<file path="src/hw/rtl/gfe_pkg.sv">
// Griewank fitness evaluator: shared types, constants and the CORDIC angle table.
// No dependencies.
`timescale 1ns / 1ps

package gfe_pkg;

   localparam int COORD_W   = 32;
   localparam int FIT_W     = 64;
   localparam int PROD_W    = 32;
   localparam int CORDIC_W  = 34;
   localparam int STEP_W    = 7;
   localparam int CORDIC_STEPS = 24;

   localparam logic [STEP_W-1:0] RECIP_STEPS = 7'd32;

   localparam logic signed [PROD_W-1:0] ONE_Q30 = 32'sh4000_0000;
   localparam logic [31:0] INV_TWO_PI_Q32  = 32'd683565276;
   localparam logic [31:0] TWO_PI_Q29      = 32'd3373259426;
   localparam logic signed [CORDIC_W-1:0] CORDIC_GAIN_Q30 = 34'sd652032874;
   localparam logic [5:0] FIT_DIVISOR = 6'd40;
   localparam logic [5:0] FIT_HALF    = 6'd20;
   localparam int         FIT_DIGIT_W = 16;
   localparam int         FIT_RECIP_SHIFT = 27;
   localparam logic [21:0] FIT_RECIP  = 22'd3355444;

   typedef struct packed {
      logic signed [COORD_W-1:0] coord;
      logic                      last;
   } req_word_type;

   typedef struct packed {
      logic [FIT_W-1:0] fitness;
      logic             saturated;
   } rsp_word_type;

   typedef struct packed {
      logic              start;
      logic [STEP_W-1:0] steps;
   } div_cmd_type;

   typedef struct packed {
      logic busy;
      logic done;
   } div_status_type;

   function automatic logic signed [CORDIC_W-1:0] atan_q30(input logic [4:0] idx);
      logic signed [CORDIC_W-1:0] v;
      unique case (idx)
         5'd0:  v = 34'sd843314857;
         5'd1:  v = 34'sd497837829;
         5'd2:  v = 34'sd263043837;
         5'd3:  v = 34'sd133525159;
         5'd4:  v = 34'sd67021687;
         5'd5:  v = 34'sd33543516;
         5'd6:  v = 34'sd16775851;
         5'd7:  v = 34'sd8388437;
         5'd8:  v = 34'sd4194283;
         5'd9:  v = 34'sd2097149;
         5'd10: v = 34'sd1048576;
         5'd11: v = 34'sd524288;
         5'd12: v = 34'sd262144;
         5'd13: v = 34'sd131072;
         5'd14: v = 34'sd65536;
         5'd15: v = 34'sd32768;
         5'd16: v = 34'sd16384;
         5'd17: v = 34'sd8192;
         5'd18: v = 34'sd4096;
         5'd19: v = 34'sd2048;
         5'd20: v = 34'sd1024;
         5'd21: v = 34'sd512;
         5'd22: v = 34'sd256;
         5'd23: v = 34'sd128;
         default: v = '0;
      endcase
      return v;
   endfunction

endpackage

</file>
<file path="src/hw/rtl/gfe_serial_div.sv">
// Restoring divider, one quotient bit per cycle, 64-bit dividend, narrow divisor.
// Depends on gfe_pkg.
`timescale 1ns / 1ps

module gfe_serial_div #(
   parameter int DIVISOR_W = 11
) (
   input  logic                   clock,
   input  logic                   reset,
   input  gfe_pkg::div_cmd_type   cmd,
   input  logic [63:0]            dividend,
   input  logic [DIVISOR_W-1:0]   divisor,
   output gfe_pkg::div_status_type status,
   output logic [63:0]            quotient
);
   import gfe_pkg::*;

   logic [63:0]          q_ff;
   logic [DIVISOR_W-1:0] rem_ff;
   logic [DIVISOR_W-1:0] d_ff;
   logic [STEP_W-1:0]    cnt_ff;
   logic                 busy_ff;
   logic                 done_ff;
   logic [DIVISOR_W:0]   trial_in;
   logic                 fits_in;

   assign trial_in = {rem_ff, q_ff[63]};
   assign fits_in  = trial_in >= {1'b0, d_ff};

   always_ff @(posedge clock) begin
      if (reset) begin
         busy_ff <= 1'b0;
         done_ff <= 1'b0;
         cnt_ff  <= '0;
      end else begin
         done_ff <= 1'b0;
         if (cmd.start) begin
            busy_ff <= 1'b1;
            cnt_ff  <= cmd.steps;
            rem_ff  <= '0;
            d_ff    <= divisor;
            q_ff    <= dividend;
         end else if (busy_ff) begin
            q_ff <= {q_ff[62:0], fits_in};
            if (fits_in) begin
               rem_ff <= DIVISOR_W'(trial_in - {1'b0, d_ff});
            end else begin
               rem_ff <= trial_in[DIVISOR_W-1:0];
            end
            cnt_ff <= cnt_ff - 1'b1;
            if (cnt_ff == STEP_W'(1)) begin
               busy_ff <= 1'b0;
               done_ff <= 1'b1;
            end
         end
      end
   end

   assign status.busy = busy_ff;
   assign status.done = done_ff;
   assign quotient    = q_ff;

endmodule

</file>
<file path="config.mk">
export PLATFORM = sky130hd
export DESIGN_NAME = gfe_serial_div
export DESIGN_NICKNAME = d
export VERILOG_FILES = /design/src/hw/rtl/gfe_pkg.sv /design/src/hw/rtl/gfe_serial_div.sv
export SDC_FILE = /design/constraint.sdc
export NUM_CORES = 1
export LEC_CHECK = 0
export BUFFER_PORTS_ARGS = -buffer_cell sky130_fd_sc_hd__buf_2
export CORE_ASPECT_RATIO = 1.75
export CORE_MARGIN = 3
export CORE_UTILIZATION = 51
export CTS_CLUSTER_SIZE = 8
export DETAILED_ROUTE_END_ITERATION = 10
export MAX_ROUTING_LAYER = met4
export PLACE_DENSITY_LB_ADDON = 0.2
export SYNTH_ARGS = -nofsm -noshare
export SYNTH_HDL_FRONTEND = slang
export SYNTH_SLANG_ARGS = --single-unit
</file>
<file path="constraint.sdc">
create_clock -name clock -period 12.59 [get_ports clock]
set_clock_uncertainty 0.1 [all_clocks]
set_input_delay 2.518 -clock clock [delete_from_list [all_inputs] [get_ports clock]]
set_output_delay 2.518 -clock clock [all_outputs]
set_load 0.02 [all_outputs]
</file>
==> flow_summary.yaml, run 1 <==
power:
  leakage_nw: 2.38
  clock_power_share_pct: 36.7
  intPower_w: 0.000638
  p_comb_share_pct: 17.9
  p_seq_share_pct: 45.4
  peakVddDrop_mv: 0.105
  power.density_nw_per_um2: 149
  p_sw_w: 0.000214
  p_sw_share_pct: 25.1
setup_path:
  startpoint_type: "input port"
  end_kind: "flop"
  crit_type: "input port to flop"
  reg2reg_slack_ns: 9.94
  cp.required_ns: 12.47
  critPathArrivalTime_ns: 5.00
  cp_max_fo: 93
yosys:
  synth-edff-count: 86
  synth.top_cell.area_share_pct: 56.8
  synth_common_cells: "edfxtp_1 (86), mux2_2 (65), nor2_1 (30)"
  synth-seq-cells: 95
  ys_warn_count: 0
  synth.largest_area_cell: "edfxtp_1"
  ys_top_cells_by_area: "edfxtp_1 (57%), mux2_2 (16%), dfxtp_1 (4.0%)"
  synthCells: 319
  synth.cell_area_um2: 4550
  synth_nets: 418
  synthArstFlopShare_pct: 0
  synth_top_flop_cell: "edfxtp_1"
  synth.distinct_cells: 44
  seq_area_frac_synth_pct: 60.7
  post-synth-top-count-cell: "edfxtp_1"
  postSynthAreaPerCell_um2: 14.3
sta:
  setup_viol: 0
  hold_violations: 0
  fin_setup_tns_ns: 0
  min_period_ns: 5.12
  worstMarginPinSlew_ns: 1.09
  max-slew-margin-rel_pct: 27.3
  rsz0062_at_grt: "no"
  fin_crit_sh_pct: 40.7
  drv_slew: 0
  clock.fmax_mhz: 195
job:
  maxCapViolations: 0
clocking:
  clk_latency_ns: 0.34
  cts_tree: "done"
  cts.clk_slew.worst_paths_ns: 0.06
  cts_hold_buffers: 0
  cts_buffer_depth: 2
  postCtsSetupRepairBufs: 0
  cts_root_buf: "clkbuf_16"
  cts_made_buffers: 9
  cts.sinks: 95
  cts_resized: 0
  cts_max_level: 3
floorplan:
  start_util_pct: 52.5
  ios: 151
  row_count: 45
  dieArea_um2: 10100
  die_w_um: 77.4
  die_h_um: 131
  core_area_um2: 8670
place:
  gp_congestion: 0.811
  post-dp-hpwl_mm: 6.63
  portBuffers: 150
  dpl_cell_area_um2: 5390
global_route:
  antenna_found_initial: 0
  grt_pass1_vias: 3019
  grt_max_degree: 94
  use_met3_pct: 4.73
  grt_first_pass_wirelength_mm: 14.5
  grt_use_total_pct: 19.2
  use_met1_pct: 22.9
  grt_remaining_overflow: 0
  grt.busiest_layer: "met2"
  grt_use_met2_pct: 31.5
route:
  drt_iter0_markers: 117
  wl_per_cell_um: 15.8
  viasPerCell: 5.13
  ant_nets: 0
  drc: 0
  vias: 3017
  firstDrtPassIters: 4
  totalWireLength_mm: 9.28
final_layout:
  fin_nets: 565
  diodes: 0
  fin_area_um2: 5730
  area_growth_pct: 26.0
  drive_gt1_share_pct: 50.7
run_status:
  status: "complete, no violations"
worst_hold_path:
  min_path_type: "flop to flop"
cells by family (layout without fill, tap and decap cells):
logic type	Yosys count	count (layout)	share of synthesized area, %
fa+ha+maj	14	14	4.02
xor+xnor	12	12	2.31
compound gates	36	36	6.30
flops	95	95	60.7
simple gates	58	58	6.11
buf+inv	33	185	3.13
mux	71	71	17.4
power groups by stage:
stage               registers [W]  clock network, W   logic, W
finish                   0.000387          0.000313   0.000153
global placement         0.000394                 0   0.000151
floorplan                0.000409                 0  0.0000955
global route             0.000390          0.000333   0.000168
detailed placement       0.000394                 0   0.000154
CTS                      0.000387          0.000319   0.000155
metal layers:
metal,vias up,part of all wire (%)
met1,1438,40
met5,-,0
li1,1475,-
met2,89,53
met3,15,4.8
met4,0,1.9
worst paths after layout:
path	startpoint	end	cells past startpoint
hold / removal	cnt_ff[6]	done_ff	3
setup reg to reg	quotient[63]	rem_ff[10]	9
setup / recovery	cmd[7]	quotient[52]	4
hold reg to reg	cnt_ff[6]	done_ff	3
placed cells by master (no fill, tap or decap), types with 4 or more instances in the layout:
| master | count |
|---|---|
| a21o_1 | 4 |
| a21oi_1 | 11 |
| buf_2 | 149 |
| clkbuf_16 | 9 |
| dfxtp_1 | 9 |
| edfxtp_1 | 86 |
| ha_1 | 13 |
| inv_1 | 18 |
| mux2_2 | 65 |
| mux2i_1 | 6 |
| nand2_1 | 5 |
| nor2_1 | 29 |
| nor2b_1 | 5 |
| nor3_1 | 4 |
| o21a_1 | 4 |
| xnor2_1 | 9 |
layout make-up:
class / count / area [µm²]
clock buffer: 9 / 225
clock inverter: 7 / 118
multi-input combinational: 191 / 1650
timing repair buffer: 151 / 761
sequential: 95 / 2760
inverter: 18 / 67.6
fill: 700 / 2940
tap: 117 / 146
flip-flops by register name, indices dropped and copies added, names as in the netlist:
register	cells
d_ff	11
busy_ff	1
done_ff	1
cnt_ff	7
rem_ff	11
quotient	64
per-stage QoR:
step           util [%]  power [W]  hold WS [ns]  setup slack, ns  cells
3_5_place_dp       62.2   0.000548         0.459             7.08    572
2_1_floorplan         -   0.000505         0.435             6.00    319
5_1_grt            66.1   0.000891         0.500             7.23    588
6_report           66.1   0.000853         0.473             7.47    588
4_1_cts            66.1   0.000862         0.473             7.45    588
3_3_place_gp       62.2   0.000544         0.454             7.11    572
critical path, cell delays in order:
cell and delay [ns]:
buf_4 0.75, nor2_1 0.19, nor2_4 0.79, buf_4 0.58
(Power assumes the default switching activity.)
==> inputs of run 2 (changes only) <==
- ABC_AREA: unset -> 1
- clock period: 12.59 -> 4.8 ns (I/O delays scaled with it)
==> run 2 against run 1 <==
Sequential cell count stayed put. Critical endpoint is now rem_ff[10]. Non-clock buffer count increased by 2. Highest routed layer unchanged. Setup slack got worse by 5.3 ns.
==> flow_summary.yaml, run 2 <==
job:
  maxCapViolations: 0
final_layout:
  final_common_cell: "nand2_1"
  final_cells: 826
  fin_nets: 800
  ff_latch_area_um2: 2760
  multiInputGateArea_um2: 1790
  final_cell_mix: "nand2_1 (272), buf_2 (150), edfxtp_1 (86)"
  diodes: 0
  area_growth_pct: 22.9
  largest_reg_flops: 64
  drive_gt1_share_pct: 26.8
  fin_area_um2: 5990
  num-fill-cells: 814
floorplan:
  die_w_um: 79.9
  dieArea_um2: 10800
  row_count: 46
  start_util_pct: 52.9
  ios: 151
  die_h_um: 135
  core_area_um2: 9210
yosys:
  synth.top_cell.area_share_pct: 53.0
  post-synth-top-count-cell: "nand2_1"
  synth_nets: 659
  synth_common_cells: "nand2_1 (272), edfxtp_1 (86), inv_1 (56)"
  ys_warn_count: 0
  synth.cell_area_um2: 4870
  synth-seq-cells: 95
  synth_top_flop_cell: "edfxtp_1"
  synth.distinct_cells: 30
  synthArstFlopShare_pct: 0
  postSynthAreaPerCell_um2: 8.70
  synthCells: 560
  synth.largest_area_cell: "edfxtp_1"
  seq_area_frac_synth_pct: 56.7
  ys_top_cells_by_area: "edfxtp_1 (53%), nand2_1 (21%), inv_1 (4.3%)"
  synth-edff-count: 86
setup_path:
  end_kind: "flop"
  cp_max_fo: 12
  cp.required_ns: 4.89
  critPathArrivalTime_ns: 2.74
  crit_type: "flop to flop"
  startpoint_type: "flop"
sta:
  max-slew-margin-rel_pct: 29.8
  rsz0062_at_grt: "no"
  clock.fmax_mhz: 378
  fin_setup_tns_ns: 0
  setup_viol: 0
  worstMarginPinSlew_ns: 1.05
  min_period_ns: 2.64
  drv_slew: 0
  hold_violations: 0
  fin_crit_sh_pct: 55.1
route:
  drc: 0
  vias: 4122
  totalWireLength_mm: 11.5
  viasPerCell: 4.99
  ant_nets: 0
  drt_iter0_markers: 215
  wl_per_cell_um: 14.0
  firstDrtPassIters: 5
place:
  gp_congestion: 0.925
  post-dp-hpwl_mm: 8.64
  portBuffers: 150
  dpl_cell_area_um2: 5700
  dp_cells: 810
run_status:
  status: "complete, no violations"
clocking:
  cts_tree: "done"
  clk_latency_ns: 0.33
  cts_root_buf: "clkbuf_16"
  cts_buffer_depth: 2
  cts_made_buffers: 9
  cts_max_level: 3
  cts_hold_buffers: 0
  postCtsSetupRepairBufs: 0
  cts_resized: 0
  cts.clk_slew.worst_paths_ns: 0.07
  cts.sinks: 95
global_route:
  grt_first_pass_wirelength_mm: 18.7
  grt_pass1_vias: 4103
  grt_use_total_pct: 22.9
  grt_max_degree: 75
  antenna_found_initial: 0
  grt_remaining_overflow: 0
power:
  leakage_nw: 3.00
  peakVddDrop_mv: 0.244
  power.density_nw_per_um2: 355
worst_hold_path:
  min_path_type: "flop to flop"
run 2: logic make-up after synthesis:
group | Yosys count | share of synthesized area [%]
AO/OA/AOI/OAI | 17 | 2.10
XOR/XNOR | 6 | 1.08
adder cells (fa/ha/maj) | 14 | 3.75
buffers and inverters | 79 | 6.75
flip-flops | 95 | 56.7
AND/OR/NAND/NOR | 349 | 29.6
run 2: path summary, 6_finish.rpt:
kind	slack (ns)	endpoint	from	depth (start not counted)
setup / recovery	2.16	rem_ff[10]	quotient[63]	11
hold reg to reg	0.43	cnt_ff[5]	cnt_ff[5]	2
setup reg to reg	2.16	rem_ff[10]	quotient[63]	11
hold / removal	0.43	cnt_ff[5]	cnt_ff[5]	2
run 2: routing by layer:
layer	GRT usage [%]	vias to the layer above	wire, µm
met5	-	-	0
met4	8.83	0	335
met3	4.79	28	645
met2	38.1	158	6150
met1	27.1	1865	4410
li1	-	2071	-
run 2: per-stage QoR:
step | hold slack, ns | power [W] | worst slack (ns) | util (%)
after floorplan | 0.377 | 0.00131 | 1.13 | -
after global placement | 0.417 | 0.00144 | 2.11 | 61.9
after detailed placement | 0.421 | 0.00145 | 2.06 | 61.9
after CTS | 0.433 | 0.00214 | 2.17 | 65.0
after global routing | 0.460 | 0.00223 | 1.98 | 65.0
final | 0.429 | 0.00213 | 2.16 | 65.0
run 2: cell type report:
class	instances	share of cell area (%)
inverter	56	3.51
timing repair buffer	153	13.1
multi-input combinational	386	29.9
tap	120	2.51
clock inverter	6	1.02
clock buffer	10	3.82
sequential	95	46.1
run 2: power breakdown:
group	total, W	internal [W]	switching [W]
sequential	0.00101	0.000980	0.0000335
clock	0.000698	0.000401	0.000297
combinational	0.000416	0.000147	0.000269
total	0.00213	0.00153	0.000599
run 2: worst max-delay path, stage by stage (launching register included):
cell,delay (ns)
edfxtp_1,0.41
inv_1,0.10
ha_1,0.19
fa_1,0.22
inv_1,0.06
nand3_1,0.08
nand3_2,0.12
nand3_2,0.26
nand3_2,0.10
nor2_2,0.59
nor2_1,0.15
nor2_1,0.12
==> inputs of run 3 (changes only) <==
- ABC_AREA: 1 -> 0
- CORE_UTILIZATION: 51 -> 46
- clock period: 4.8 -> 2.15 ns (I/O delays scaled with it)
==> run 3 against run 2 <==
The flow now finishes with violations (setup timing). Setup slack worse by 2.4 ns. Sequential share of layout area is 1.2 points lower. Global-route usage is 3.1 points lower. Design area increased by 2.7%. Sequential power up 120%. Clock power grew 120%. Sequential cell count stayed put. Clock-buffer cell count is 1 lower. Combinational power grew to 2.9 times the previous value. Maximum frequency is 8.3% higher. Hold slack got worse by 0.27 ns.
==> flow_summary.yaml, run 3 (synthesis gave the netlist of run 1 again) <==
setup_path:
  cp_max_fo: 6
  crit_type: "flop to flop"
  slowest_stage: "edfxtp_1"
  startpoint_type: "flop"
  cp_cell_sequence: "ha_4, fa_2, nand2b_4, a21o_4, a21oi_4, o21ai_4, buf_6, o41ai_2"
  slowest_delay_ns: 0.42
  r2r_cells: 8
  critPathArrivalTime_ns: 2.50
  end_kind: "flop"
  cp.required_ns: 2.20
final_layout:
  area_growth_pct: 35.2
  num-fill-cells: 754
  final_cell_mix: "buf_2 (149), edfxtp_1 (86), mux2_2 (64)"
  fin_nets: 607
  final_common_cell: "buf_2"
  largest_reg_flops: 64
  fin_area_um2: 6150
  fin_util_pct: 64.6
  diodes: 0
  drive_gt1_share_pct: 57.3
route:
  drc: 0
  drt_iter0_markers: 113
  ant_nets: 0
  firstDrtPassIters: 4
  vias: 3259
  viasPerCell: 5.13
  wl_per_cell_um: 16.5
  totalWireLength_mm: 10.5
global_route:
  grt_pass1_vias: 3323
  antenna_found_initial: 0
  grt_use_total_pct: 19.8
  grt_first_pass_wirelength_mm: 15.9
  grt_max_degree: 61
  grt_remaining_overflow: 0
clocking:
  cts.clk_slew.worst_paths_ns: 0.07
  cts_root_buf: "clkbuf_16"
  cts_made_buffers: 9
  cts_max_level: 3
  cts_buffer_depth: 2
  cts_tree: "done"
  cts.sinks: 95
  clk_latency_ns: 0.34
power:
  p_total_w: 0.00500
  power.density_nw_per_um2: 813
  peakVddDrop_mv: 0.479
  leakage_nw: 2.58
run_status:
  status: "finished, violations left"
  violations: "setup timing"
place:
  dpl_cell_area_um2: 5670
  gp_congestion: 0.828
  portBuffers: 150
  post-dp-hpwl_mm: 7.41
sta:
  max-slew-margin-rel_pct: 65.7
  drv_slew: 0
  clock.fmax_mhz: 409
  hold_ws_ns: 0.162
  hold_violations: 0
  setup_slack_ns: -0.292
  setup_viol: 12
  fin_crit_sh_pct: 114
  min_period_ns: 2.44
  worstMarginPinSlew_ns: 0.514
  fin_setup_tns_ns: -2.73
  rsz0062_at_grt: "yes"
floorplan:
  start_util_pct: 47.8
  ios: 151
  row_count: 47
  core_area_um2: 9530
  dieArea_um2: 11200
  die_w_um: 81.2
  die_h_um: 138
job:
  maxCapViolations: 0
worst_hold_path:
  min_path_type: "input port to flop"
  whs_path_depth: 1
run 3: cell types whose count changed in the layout (fill, tap and decap cells not counted), sizes merged, moves of 4 or more:
| cell | delta |
|---|---|
| a21o | +4 |
| a21oi | +6 |
| a31oi | -5 |
| buf | +39 |
| inv | -33 |
| mux2 | +65 |
| mux2i | +6 |
| nand2 | -269 |
| nand3 | -12 |
| nand4 | -13 |
| nor2 | -10 |
| nor2b | +5 |
| o21ai | +4 |
| xnor2 | +8 |
run 3: routing by layer:
layer	vias to the layer above	GRT usage, %	routed length, µm
li1	1558	-	-
met1	1570	22.7	4080
met2	108	33.8	5640
met3	23	3.80	474
met4	0	7.80	266
met5	-	-	0
run 3: critical path, delay by kind of cell (launching register included):
| family | cells | cell delay, ns |
|---|---|---|
| buf+inv | 1 | 0.17 |
| flops | 1 | 0.42 |
| compound gates | 4 | 0.89 |
| fa+ha+maj | 2 | 0.53 |
| simple gates | 1 | 0.15 |
run 3: final timing paths:
kind / to / startpoint / slack [ns]
max: rem_ff[9] / d_ff[0] / -0.29
min: d_ff[2] / divisor[2] / 0.16
max reg2reg: rem_ff[9] / d_ff[0] / -0.29
min reg2reg: quotient[56] / quotient[55] / 0.48
run 3: timing repair:
action | 4_1_cts | 5_1_grt
buffers inserted | 8 | 3
endpoints found under the hold margin | 0 | 0
gates cloned | 1 | 0
setup endpoints to repair | 12 | 12
hold buffers | 0 | 0
pin swaps | 9 | 11
resized for setup | 9 | 11
run 3: stage by stage:
| stage | cells | worst slack [ns] |
|---|---|---|
| floorplan | 319 | -0.286 |
| global placement | 607 | -0.254 |
| detailed placement | 607 | -0.340 |
| CTS | 632 | -0.276 |
| global route | 635 | -0.391 |
| finish | 635 | -0.292 |
run 3: cell type report:
type,count,area [µm²],share of cell area [%]
flip-flops and latches,95,2760,44.9
multi-input cells,192,1760,28.6
clock inverters,7,58.8,0.956
repair buffers,192,1120,18.3
inverters,18,67.6,1.10
well taps,122,153,2.48
clock buffers,9,225,3.66
run 3: power breakdown:
| group | switching [W] | total [W] | internal (W) |
|---|---|---|---|
| combinational | 0.000585 | 0.00119 | 0.000604 |
| clock | 0.000731 | 0.00154 | 0.000808 |
| sequential | 0.0000797 | 0.00227 | 0.00219 |
| total | 0.00140 | 0.00500 | 0.00360 |
